<file path="src/hdl/cmrq_pkg.sv">
package cmrq_pkg;

  // Default accumulator width
  localparam int unsigned AccBitsDefault = 64;

  // Configuration port geometry
  localparam int unsigned CfgIdxW  = 3;
  localparam int unsigned CfgDataW = 16;

  // Configuration register indexes
  typedef enum logic [CfgIdxW-1:0] {
    CfgInZero  = 3'd0,
    CfgOutZero = 3'd1,
    CfgClampLo = 3'd2,
    CfgClampHi = 3'd3
  } cfg_idx_e;

  // Sequencer states
  typedef enum logic [2:0] {
    StIdle,
    StBias,
    StMulLo,
    StMulHi,
    StCombine,
    StShift,
    StFinish
  } state_e;

  // Commands from controller to datapath
  typedef struct packed {
    logic take;
    logic add_bias;
    logic mul_lo;
    logic mul_hi;
    logic combine;
    logic shift;
    logic finish;
  } dp_cmd_t;

  // Status from datapath to controller
  typedef struct packed {
    logic last_tap;
    logic out_free;
  } dp_sts_t;

endpackage

</file>
<file path="src/hdl/cmrq_ifs.sv">
// Tap channel
interface cmrq_in_if;
  logic               valid;
  logic               ready;
  logic signed [15:0] activation;
  logic signed [7:0]  weight;
  logic               last_tap;
  logic signed [47:0] channel_bias;
  logic [30:0]        channel_multiplier;
  logic signed [5:0]  channel_shift;

  modport source (
    output valid, activation, weight, last_tap, channel_bias, channel_multiplier,
           channel_shift,
    input  ready
  );
  modport sink (
    input  valid, activation, weight, last_tap, channel_bias, channel_multiplier,
           channel_shift,
    output ready
  );
endinterface

// Result channel
interface cmrq_out_if;
  logic               valid;
  logic               ready;
  logic signed [15:0] result;

  modport source (output valid, result, input ready);
  modport sink (input valid, result, output ready);
endinterface

</file>
<file path="src/hdl/cmrq_ctrl.sv">
module cmrq_ctrl import cmrq_pkg::*; (
  input  logic    clk_i,
  input  logic    rst_ni,
  input  logic    in_valid_i,
  output logic    in_ready_o,
  input  dp_sts_t sts_i,
  output dp_cmd_t cmd_o
);

  state_e state_q, state_d;

  // State register
  always_ff @(posedge clk_i or negedge rst_ni) begin
    if (!rst_ni) begin
      state_q <= StIdle;
    end else begin
      state_q <= state_d;
    end
  end

  // Next state and commands
  always_comb begin
    state_d    = state_q;
    cmd_o      = '0;
    in_ready_o = 1'b0;
    case (state_q)
      StIdle: begin
        in_ready_o = 1'b1;
        if (in_valid_i) begin
          cmd_o.take = 1'b1;
          if (sts_i.last_tap) begin
            state_d = StBias;
          end
        end
      end
      StBias: begin
        cmd_o.add_bias = 1'b1;
        state_d        = StMulLo;
      end
      StMulLo: begin
        cmd_o.mul_lo = 1'b1;
        state_d      = StMulHi;
      end
      StMulHi: begin
        cmd_o.mul_hi = 1'b1;
        state_d      = StCombine;
      end
      StCombine: begin
        cmd_o.combine = 1'b1;
        state_d       = StShift;
      end
      StShift: begin
        cmd_o.shift = 1'b1;
        state_d     = StFinish;
      end
      StFinish: begin
        // Hold until the output register can take the result
        if (sts_i.out_free) begin
          cmd_o.finish = 1'b1;
          state_d      = StIdle;
        end
      end
      default: begin
        state_d = StIdle;
      end
    endcase
  end

endmodule

</file>
<file path="src/hdl/cmrq_dp.sv">
module cmrq_dp import cmrq_pkg::*; #(
  parameter int unsigned ACC_BITS = AccBitsDefault
) (
  input  logic                clk_i,
  input  logic                rst_ni,
  input  logic                cfg_we_i,
  input  logic [CfgIdxW-1:0]  cfg_idx_i,
  input  logic [CfgDataW-1:0] cfg_wdata_i,
  input  logic signed [15:0]  activation_i,
  input  logic signed [7:0]   weight_i,
  input  logic                last_tap_i,
  input  logic signed [47:0]  channel_bias_i,
  input  logic [30:0]         channel_multiplier_i,
  input  logic signed [5:0]   channel_shift_i,
  input  dp_cmd_t             cmd_i,
  output dp_sts_t             sts_o,
  input  logic                out_ready_i,
  output logic                out_valid_o,
  output logic signed [15:0]  result_o
);

  // Configuration registers
  logic signed [15:0] izo_q, ozo_q, clo_q, chi_q;

  // Accumulator and last-tap operands
  logic signed [ACC_BITS-1:0] acc_q, acc_d;
  logic signed [47:0]         bias_q;
  logic [14:0]                m15_q, m15_d;
  logic signed [6:0]          t_q, t_d;

  // Requantization pipeline registers
  logic [46:0]        plo_q;
  logic [31:0]        phi_q;
  logic [63:0]        p_q;
  logic signed [31:0] q_q;
  logic signed [15:0] result_q, result_d;
  logic               out_valid_q;

  logic signed [16:0] act_off;
  logic signed [24:0] prod;
  logic signed [63:0] acc64;
  logic [46:0]        lo_full, hi_full;
  logic [31:0]        mult_sum;
  logic [5:0]         t_m1;
  logic [63:0]        rnd;
  logic [6:0]         t_neg;
  logic [63:0]        q64;
  logic signed [32:0] v;

  // Configuration writes
  always_ff @(posedge clk_i or negedge rst_ni) begin
    if (!rst_ni) begin
      izo_q <= 16'sd0;
      ozo_q <= 16'sd0;
      clo_q <= -16'sd32768;
      chi_q <= 16'sd32767;
    end else if (cfg_we_i) begin
      case (cfg_idx_i)
        CfgInZero:  izo_q <= cfg_wdata_i;
        CfgOutZero: ozo_q <= cfg_wdata_i;
        CfgClampLo: clo_q <= cfg_wdata_i;
        CfgClampHi: chi_q <= cfg_wdata_i;
        default: ;
      endcase
    end
  end

  // Tap product
  assign act_off = 17'(activation_i) + 17'(izo_q);
  assign prod    = 25'(act_off) * 25'(weight_i);
  assign acc64   = 64'(acc_q);

  // Accumulator: add taps, add bias, clear after its last read
  always_comb begin
    acc_d = acc_q;
    if (cmd_i.take) begin
      acc_d = acc_q + ACC_BITS'(prod);
    end else if (cmd_i.add_bias) begin
      acc_d = acc_q + ACC_BITS'(bias_q);
    end else if (cmd_i.mul_hi) begin
      acc_d = '0;
    end
  end

  always_ff @(posedge clk_i or negedge rst_ni) begin
    if (!rst_ni) begin
      acc_q <= '0;
    end else begin
      acc_q <= acc_d;
    end
  end

  // Round the Q31 multiplier to 15 bits, turn the exponent into a right shift
  assign mult_sum = 32'(channel_multiplier_i) + 32'h0000_8000;
  assign m15_d    = (channel_multiplier_i < 31'h7FFF_0000) ? mult_sum[30:16] : 15'h7FFF;
  assign t_d      = 7'sd15 - 7'(channel_shift_i);

  // Partial products of the 64x15 multiply, low half then high half
  assign lo_full = 47'(acc64[31:0]) * 47'(m15_q);
  assign hi_full = 47'(acc64[63:32]) * 47'(m15_q);

  // Rounding term for right shifts
  assign t_m1 = 6'(t_q - 7'sd1);
  assign rnd  = (t_q > 7'sd0) ? (64'd1 << t_m1) : 64'd0;

  // Arithmetic right shift, or plain left shift for large exponents
  assign t_neg = 7'(-t_q);
  assign q64   = (t_q > 7'sd0) ? 64'($signed(p_q) >>> t_q[5:0]) : (p_q << t_neg[4:0]);

  // Output offset and clamp
  assign v = 33'(q_q) + 33'(ozo_q);
  always_comb begin
    if (v < 33'(clo_q)) begin
      result_d = clo_q;
    end else if (v > 33'(chi_q)) begin
      result_d = chi_q;
    end else begin
      result_d = v[15:0];
    end
  end

  // Payload registers
  always_ff @(posedge clk_i) begin
    if (cmd_i.take) begin
      bias_q <= channel_bias_i;
      m15_q  <= m15_d;
      t_q    <= t_d;
    end
    if (cmd_i.mul_lo) begin
      plo_q <= lo_full;
    end
    if (cmd_i.mul_hi) begin
      phi_q <= hi_full[31:0];
    end
    if (cmd_i.combine) begin
      p_q <= 64'(plo_q) + {phi_q, 32'h0} + rnd;
    end
    if (cmd_i.shift) begin
      q_q <= q64[31:0];
    end
    if (cmd_i.finish) begin
      result_q <= result_d;
    end
  end

  // Output register valid: load on finish, drop on transfer
  always_ff @(posedge clk_i or negedge rst_ni) begin
    if (!rst_ni) begin
      out_valid_q <= 1'b0;
    end else begin
      out_valid_q <= cmd_i.finish | (out_valid_q & ~out_ready_i);
    end
  end

  assign sts_o.last_tap = last_tap_i;
  assign sts_o.out_free = ~out_valid_q | out_ready_i;
  assign out_valid_o    = out_valid_q;
  assign result_o       = result_q;

endmodule

</file>
<file path="src/hdl/conv_mac_requant_s16_acc64_top.sv">
// Channel   Dir  Payload
// in_i      in   activation, weight, last_tap, channel_bias, channel_multiplier,
//                channel_shift
// out_o     out  result
// cfg_*     in   register index, 16-bit write data
//
// A tap that is not last is taken in the idle state; taps can follow back to back.
// A last tap then steps through bias add, two partial products of the
// 64x15 requantization multiply, round, shift, and offset and clamp.
// The last step waits while the output register still holds an untaken
// result; the input side is ready only in the idle state.
// Reset clears the accumulator and the output valid and restores the default
// configuration (zero offsets, full int16 clamp range).
module conv_mac_requant_s16_acc64_top import cmrq_pkg::*; #(
  parameter int unsigned ACC_BITS = AccBitsDefault
) (
  input  logic                clk_i,
  input  logic                rst_ni,
  input  logic                cfg_we_i,
  input  logic [CfgIdxW-1:0]  cfg_idx_i,
  input  logic [CfgDataW-1:0] cfg_wdata_i,
  cmrq_in_if.sink             in_i,
  cmrq_out_if.source          out_o
);

  dp_cmd_t cmd;
  dp_sts_t sts;

  // Sequencer
  cmrq_ctrl u_ctrl (
    .clk_i      (clk_i),
    .rst_ni     (rst_ni),
    .in_valid_i (in_i.valid),
    .in_ready_o (in_i.ready),
    .sts_i      (sts),
    .cmd_o      (cmd)
  );

  // Accumulate and requantize
  cmrq_dp #(
    .ACC_BITS (ACC_BITS)
  ) u_dp (
    .clk_i                (clk_i),
    .rst_ni               (rst_ni),
    .cfg_we_i             (cfg_we_i),
    .cfg_idx_i            (cfg_idx_i),
    .cfg_wdata_i          (cfg_wdata_i),
    .activation_i         (in_i.activation),
    .weight_i             (in_i.weight),
    .last_tap_i           (in_i.last_tap),
    .channel_bias_i       (in_i.channel_bias),
    .channel_multiplier_i (in_i.channel_multiplier),
    .channel_shift_i      (in_i.channel_shift),
    .cmd_i                (cmd),
    .sts_o                (sts),
    .out_ready_i          (out_o.ready),
    .out_valid_o          (out_o.valid),
    .result_o             (out_o.result)
  );

endmodule

</file>
<file path="src/flat_wrapper.sv">
// flat-port wrapper written by rule: the top's interface ports become plain ports
module conv_mac_requant_s16_acc64_top_flat import cmrq_pkg::*;
#(
  parameter int unsigned ACC_BITS = AccBitsDefault
)
  (clk_i, rst_ni, cfg_we_i, cfg_idx_i, cfg_wdata_i, in_i_valid, in_i_activation, in_i_weight, in_i_last_tap, in_i_channel_bias, in_i_channel_multiplier, in_i_channel_shift, in_i_ready, out_o_valid, out_o_result, out_o_ready);
  cmrq_in_if in_i_i ();
  cmrq_out_if out_o_i ();
  input  logic clk_i;
  input  logic rst_ni;
  input  logic cfg_we_i;
  input  logic [CfgIdxW-1:0] cfg_idx_i;
  input  logic [CfgDataW-1:0] cfg_wdata_i;
  input wire logic [$bits(in_i_i.valid)-1:0] in_i_valid;
  input wire logic [$bits(in_i_i.activation)-1:0] in_i_activation;
  input wire logic [$bits(in_i_i.weight)-1:0] in_i_weight;
  input wire logic [$bits(in_i_i.last_tap)-1:0] in_i_last_tap;
  input wire logic [$bits(in_i_i.channel_bias)-1:0] in_i_channel_bias;
  input wire logic [$bits(in_i_i.channel_multiplier)-1:0] in_i_channel_multiplier;
  input wire logic [$bits(in_i_i.channel_shift)-1:0] in_i_channel_shift;
  output wire logic [$bits(in_i_i.ready)-1:0] in_i_ready;
  output wire logic [$bits(out_o_i.valid)-1:0] out_o_valid;
  output wire logic [$bits(out_o_i.result)-1:0] out_o_result;
  input wire logic [$bits(out_o_i.ready)-1:0] out_o_ready;
  assign in_i_i.valid = in_i_valid;
  assign in_i_i.activation = in_i_activation;
  assign in_i_i.weight = in_i_weight;
  assign in_i_i.last_tap = in_i_last_tap;
  assign in_i_i.channel_bias = in_i_channel_bias;
  assign in_i_i.channel_multiplier = in_i_channel_multiplier;
  assign in_i_i.channel_shift = in_i_channel_shift;
  assign in_i_ready = in_i_i.ready;
  assign out_o_valid = out_o_i.valid;
  assign out_o_result = out_o_i.result;
  assign out_o_i.ready = out_o_ready;
  conv_mac_requant_s16_acc64_top #(.ACC_BITS(ACC_BITS)) u_core (.clk_i(clk_i), .rst_ni(rst_ni), .cfg_we_i(cfg_we_i), .cfg_idx_i(cfg_idx_i), .cfg_wdata_i(cfg_wdata_i), .in_i(in_i_i), .out_o(out_o_i));
endmodule
</file>
<file path="config.mk">
export PLATFORM = sky130hd
export DESIGN_NAME = conv_mac_requant_s16_acc64_top_flat
export DESIGN_NICKNAME = d
export VERILOG_FILES = /design/src/hdl/cmrq_pkg.sv /design/src/hdl/cmrq_ifs.sv /design/src/hdl/cmrq_ctrl.sv /design/src/hdl/cmrq_dp.sv /design/src/hdl/conv_mac_requant_s16_acc64_top.sv /design/src/flat_wrapper.sv
export SDC_FILE = /design/constraint.sdc
export NUM_CORES = 2
export LEC_CHECK = 0
export BUFFER_PORTS_ARGS = -buffer_cell sky130_fd_sc_hd__buf_2
export CELL_PAD_IN_SITES_DETAIL_PLACEMENT = 1
export CELL_PAD_IN_SITES_GLOBAL_PLACEMENT = 1
export CORE_MARGIN = 4
export CORE_UTILIZATION = 55
export CTS_CLUSTER_SIZE = 25
export DETAILED_ROUTE_END_ITERATION = 8
export PLACE_DENSITY = 0.93
export REMOVE_ABC_BUFFERS = 1
export SETUP_SLACK_MARGIN = 0.3
export SLEW_MARGIN = 5
export SYNTH_ARGS = -nofsm -noshare
export SYNTH_HDL_FRONTEND = slang
export SYNTH_SLANG_ARGS = --single-unit
</file>
<file path="constraint.sdc">
create_clock -name clk_i -period 17.8 [get_ports clk_i]
set_input_delay 0.89 -clock clk_i [delete_from_list [all_inputs] [get_ports clk_i]]
set_output_delay 0.89 -clock clk_i [all_outputs]
set_load 0.005 [all_outputs]
</file>
==> reports/metrics.csv <==
stage;metric;value;unit
status;outcome;finished with violations;
status;violations;design-rule violations;
placement;dp.cells;8598;
sta;slew_violations;0;
sta;min_period;11470;ps
clock_network;cts_buffers;49;
worst_setup_path;cpMaxStageDelayCell;fa_1;
logic_synthesis;ys_warn_count;0;
worst_setup_path;criticalPathCategory;reg -> reg;
finish;fillers;13478;
logic_synthesis;synth-edff-count;261;
global_route;grt_pass1_vias;69650;
sta;rsz0062_at_grt;no;
sta;setup_viol;0;
sta;fin_ws;6335;ps
sta;max_freq;87.22;MHz
global_route;grt-ovfl-total;0;
logic_synthesis;seq_area_frac_synth;16.60;%
worst_setup_path;reg2reg_from;u_core.u_dp.izo_q[0];
floorplan;fp.dieH;357.7;um
sta;hold_viol_final;0;
worst_setup_path;critPathLaunchType;flip-flop;
global_route;grt_max_degree;79;
worst_setup_path;cp_max_fo;32;
clock_network;cts-root-buf;clkbuf_16;
floorplan;boundaryPins;152;
worst_setup_path;r2r_slack;6330;ps
logic_synthesis;synthDistinctLibCells;95;
global_route;busiest_layer;met2;
finish;finish.net_count;8744;
worst_setup_path;critPathArrivalTime;12010;ps
placement;hpwlAfterDp;191500;um
sta;finalCritPeriodShare;64.41;%
global_route;grt_pass1_wl;422600;um
floorplan;num_rows;128;
detailed_routing;avgRoutedWirePerCell;32.23;um
sta;max_slew_margin;11.20;%
detailed_routing;first_pass_iters;9;
global_route;grtUsageMet1;46.34;%
floorplan;core-area;121600;sq um
clock_network;cts_hold_buf;0;
detailed_routing;drc;1;
detailed_routing;drt-total-wl;280300;um
worst_setup_path;crit_buf_inv;3;
floorplan;initial_core_util;55.32;%
floorplan;dieArea;127900;sq um
clock_network;clkSlewWorstSetupHoldPaths;70;ps
hold_path;min_path_type;in -> async;
worst_setup_path;cpPeakStageDelay;1000;ps
finish;areaGrowthSynthToFinish;5.835;%
global_route;grt_use_met3;12.71;%
clock_network;clockBufferDepth;3;
worst_setup_path;cp-endpoint;u_core.u_dp.acc64[62];
logic_synthesis;netlist_area;67240;sq um
clock_network;cts_sinks;393;
logic_synthesis;yosys-top-cells-area;fa_1 (29%), edfxtp_1 (12%), ha_1 (11%);
worst_setup_path;required;18350;ps
worst_setup_path;critical_path_cell_count;33;
worst_setup_path;reg2reg_depth;33;
worst_setup_path;crit_start;u_core.u_dp.izo_q[0];
sta;fin_worst_hold_slack;216.8;ps
detailed_routing;via_per_inst;7.027;
logic_synthesis;synth_area_per_cell;9.491;sq um
placement;port-buffer-count;136;
detailed_routing;drt_iter0_drc;7339;
placement;pre_cts_ws;7199;ps
finish;drive_gt1_share;7.389;%
logic_synthesis;postSynthCellCount;7085;
finish;fin_cells;8695;
job;cap_violations;0;
worst_setup_path;reg2reg_to;u_core.u_dp.acc64[62];
sta;final.setup.tns;0;ps
clock_network;insertion_delay;720;ps
logic_synthesis;synth_seq_cells;393;
placement;gp_congestion;0.9400;
logic_synthesis;synthArstFlopShare;33.59;%
detailed_routing;vias;61100;
worst_setup_path;cpLargestDelayFamily;compound AO/OA/AOI/OAI gates;
global_route;antenna_found_initial;9;
worst_setup_path;cp_common_cell;fa_1;
sta;fin_skew;49.53;ps
logic_synthesis;yosys.area.top_type;fa_1;
clock_network;htree_levels;2;
global_route;grt_util_met2;70.08;%
clock_network;cts_tree;done;
worst_setup_path;cp-end-kind;flip-flop;
detailed_routing;ant_nets;0;
clock_network;cts_resized;0;
clock_network;postCtsSetupRepairBufs;0;
logic_synthesis;ys.flop_type;edfxtp_1;
sta;tightestPinTransition;1330;ps
global_route;grt_usage;43.60;%
logic_synthesis;synth_top_area_share;29.38;%
floorplan;die_x;357.7;um
## synthesized netlist by cell type, drive strengths merged (50+ instances only)
cell type,instances
mux2i,109
mux4,72
xnor2,195
nand3,110
inv,790
ha,599
o21bai,50
mux2,64
nor3,57
nor2b,55
nand2,965
a21oi,343
xor2,122
clkbuf,295
o21ai,296
nor2,317
nand2b,52
edfxtp,261
a31oi,50
fa,987
dfrtp,116
a211oi,58
and2,433
a21o,162
## cell families (layout without fill, tap and decap cells)
logic type | after synthesis | after routing | synth area share [%]
AOI/OAI and AO/OA | 1274 | 1274 | 12.34
xor gates and xnor gates | 317 | 317 | 4.129
adders and majority gates | 1586 | 1586 | 40.53
buffers and inverters | 1122 | 1102 | 6.306
DFF | 393 | 393 | 16.60
muxes | 245 | 245 | 5.106
other | 0 | 5 | 0
and+or+nand+nor | 2148 | 2148 | 15.00
## cell type report
class	instances	area, sq um	share of cell area (%)
multi-input cells	5570	51950	72.99
flip-flops and latches	393	11160	15.68
inverters	793	2979	4.186
well taps	1625	2033	2.857
repair buffers	217	1295	1.820
clock buffers	57	1287	1.809
clock inverters	35	452.9	0.6364
diodes	5	12.51	0.01758
## per-stage QoR
| stage | utilization (%) | instance area [sq um] |
|---|---|---|
| floorplan | - | 65980 |
| global placement | 57.11 | 69420 |
| detailed placement | 57.11 | 69420 |
| CTS | 58.54 | 71160 |
| global route | 58.54 | 71160 |
| finish | 58.55 | 71170 |
## routing by layer
metal / vias to the layer above / part of all wire (%)
met5: - / 0.045
met4: 12 / 11
met3: 2354 / 11
met2: 5124 / 46
met1: 29972 / 32
li1: 23638 / -
## worst register-to-register path: cells and delay by family (launching register included)
family / cells / cell delay [ps]
AO/OA/AOI/OAI: 16 / 4410
flip-flops: 1 / 430
AND/OR/NAND/NOR: 5 / 750
XOR/XNOR: 1 / 250
buffers and inverters: 3 / 1150
adder cells (fa/ha/maj): 8 / 4330
## cells in the final DEF (no fill, tap or decap), types with 23 or more instances in the layout
cell / synthesis / layout
and3_1: 49 / 49
a211oi_1: 56 / 56
xnor2_1: 195 / 192
o22ai_1: 26 / 26
mux4_2: 72 / 72
dfrtp_1: 116 / 116
nor2_1: 316 / 309
o21a_1: 42 / 42
nand3_1: 110 / 110
a21o_1: 162 / 162
mux2i_1: 109 / 109
fa_1: 987 / 987
mux2_2: 64 / 64
xor2_1: 122 / 122
o21bai_1: 50 / 50
buf_4: 0 / 81
o221ai_1: 37 / 37
a31oi_1: 49 / 48
nand2_1: 965 / 964
inv_1: 789 / 786
a21oi_1: 338 / 338
nand2b_1: 52 / 52
o211ai_1: 43 / 43
buf_2: 17 / 135
nor3_1: 57 / 56
o21ai_0: 270 / 270
o21ai_1: 23 / 23
a221oi_1: 25 / 25
and2_1: 433 / 431
ha_1: 599 / 599
clkbuf_16: 0 / 50
nor2b_1: 55 / 55
edfxtp_1: 261 / 261
nand4_1: 41 / 41
## worst min-delay path by stage
stage / endpoint / startpoint
6_report: u_core.u_dp.clo_q[9] / rst_ni
3_5_place_dp: u_core.u_dp.izo_q[13] / u_core.u_dp.izo_q[13]
5_1_grt: u_core.u_dp.clo_q[9] / rst_ni
4_1_cts: u_core.u_dp.izo_q[13] / rst_ni
2_1_floorplan: u_core.u_dp.izo_q[0] / u_core.u_dp.izo_q[0]
3_3_place_gp: u_core.u_dp.izo_q[3] / u_core.u_dp.izo_q[3]
## registers in the layout, summed over array words and instances (netlist names), 15 cells and up
signal / flops
u_core.u_dp.acc64: 64
u_core.u_dp.p_q: 64
u_core.u_dp.bias_q: 48
u_core.u_dp.plo_q: 47
u_core.u_dp.phi_q: 32
u_core.u_dp.q_q: 32
u_core.u_dp.chi_q: 16
u_core.u_dp.clo_q: 16
u_core.u_dp.izo_q: 16
u_core.u_dp.ozo_q: 16
u_core.u_dp.result_o: 16
u_core.u_dp.m15_q: 15
Power is not shown: default switching activity piles up to over one toggle a cycle in this logic, so the estimate is an artifact.
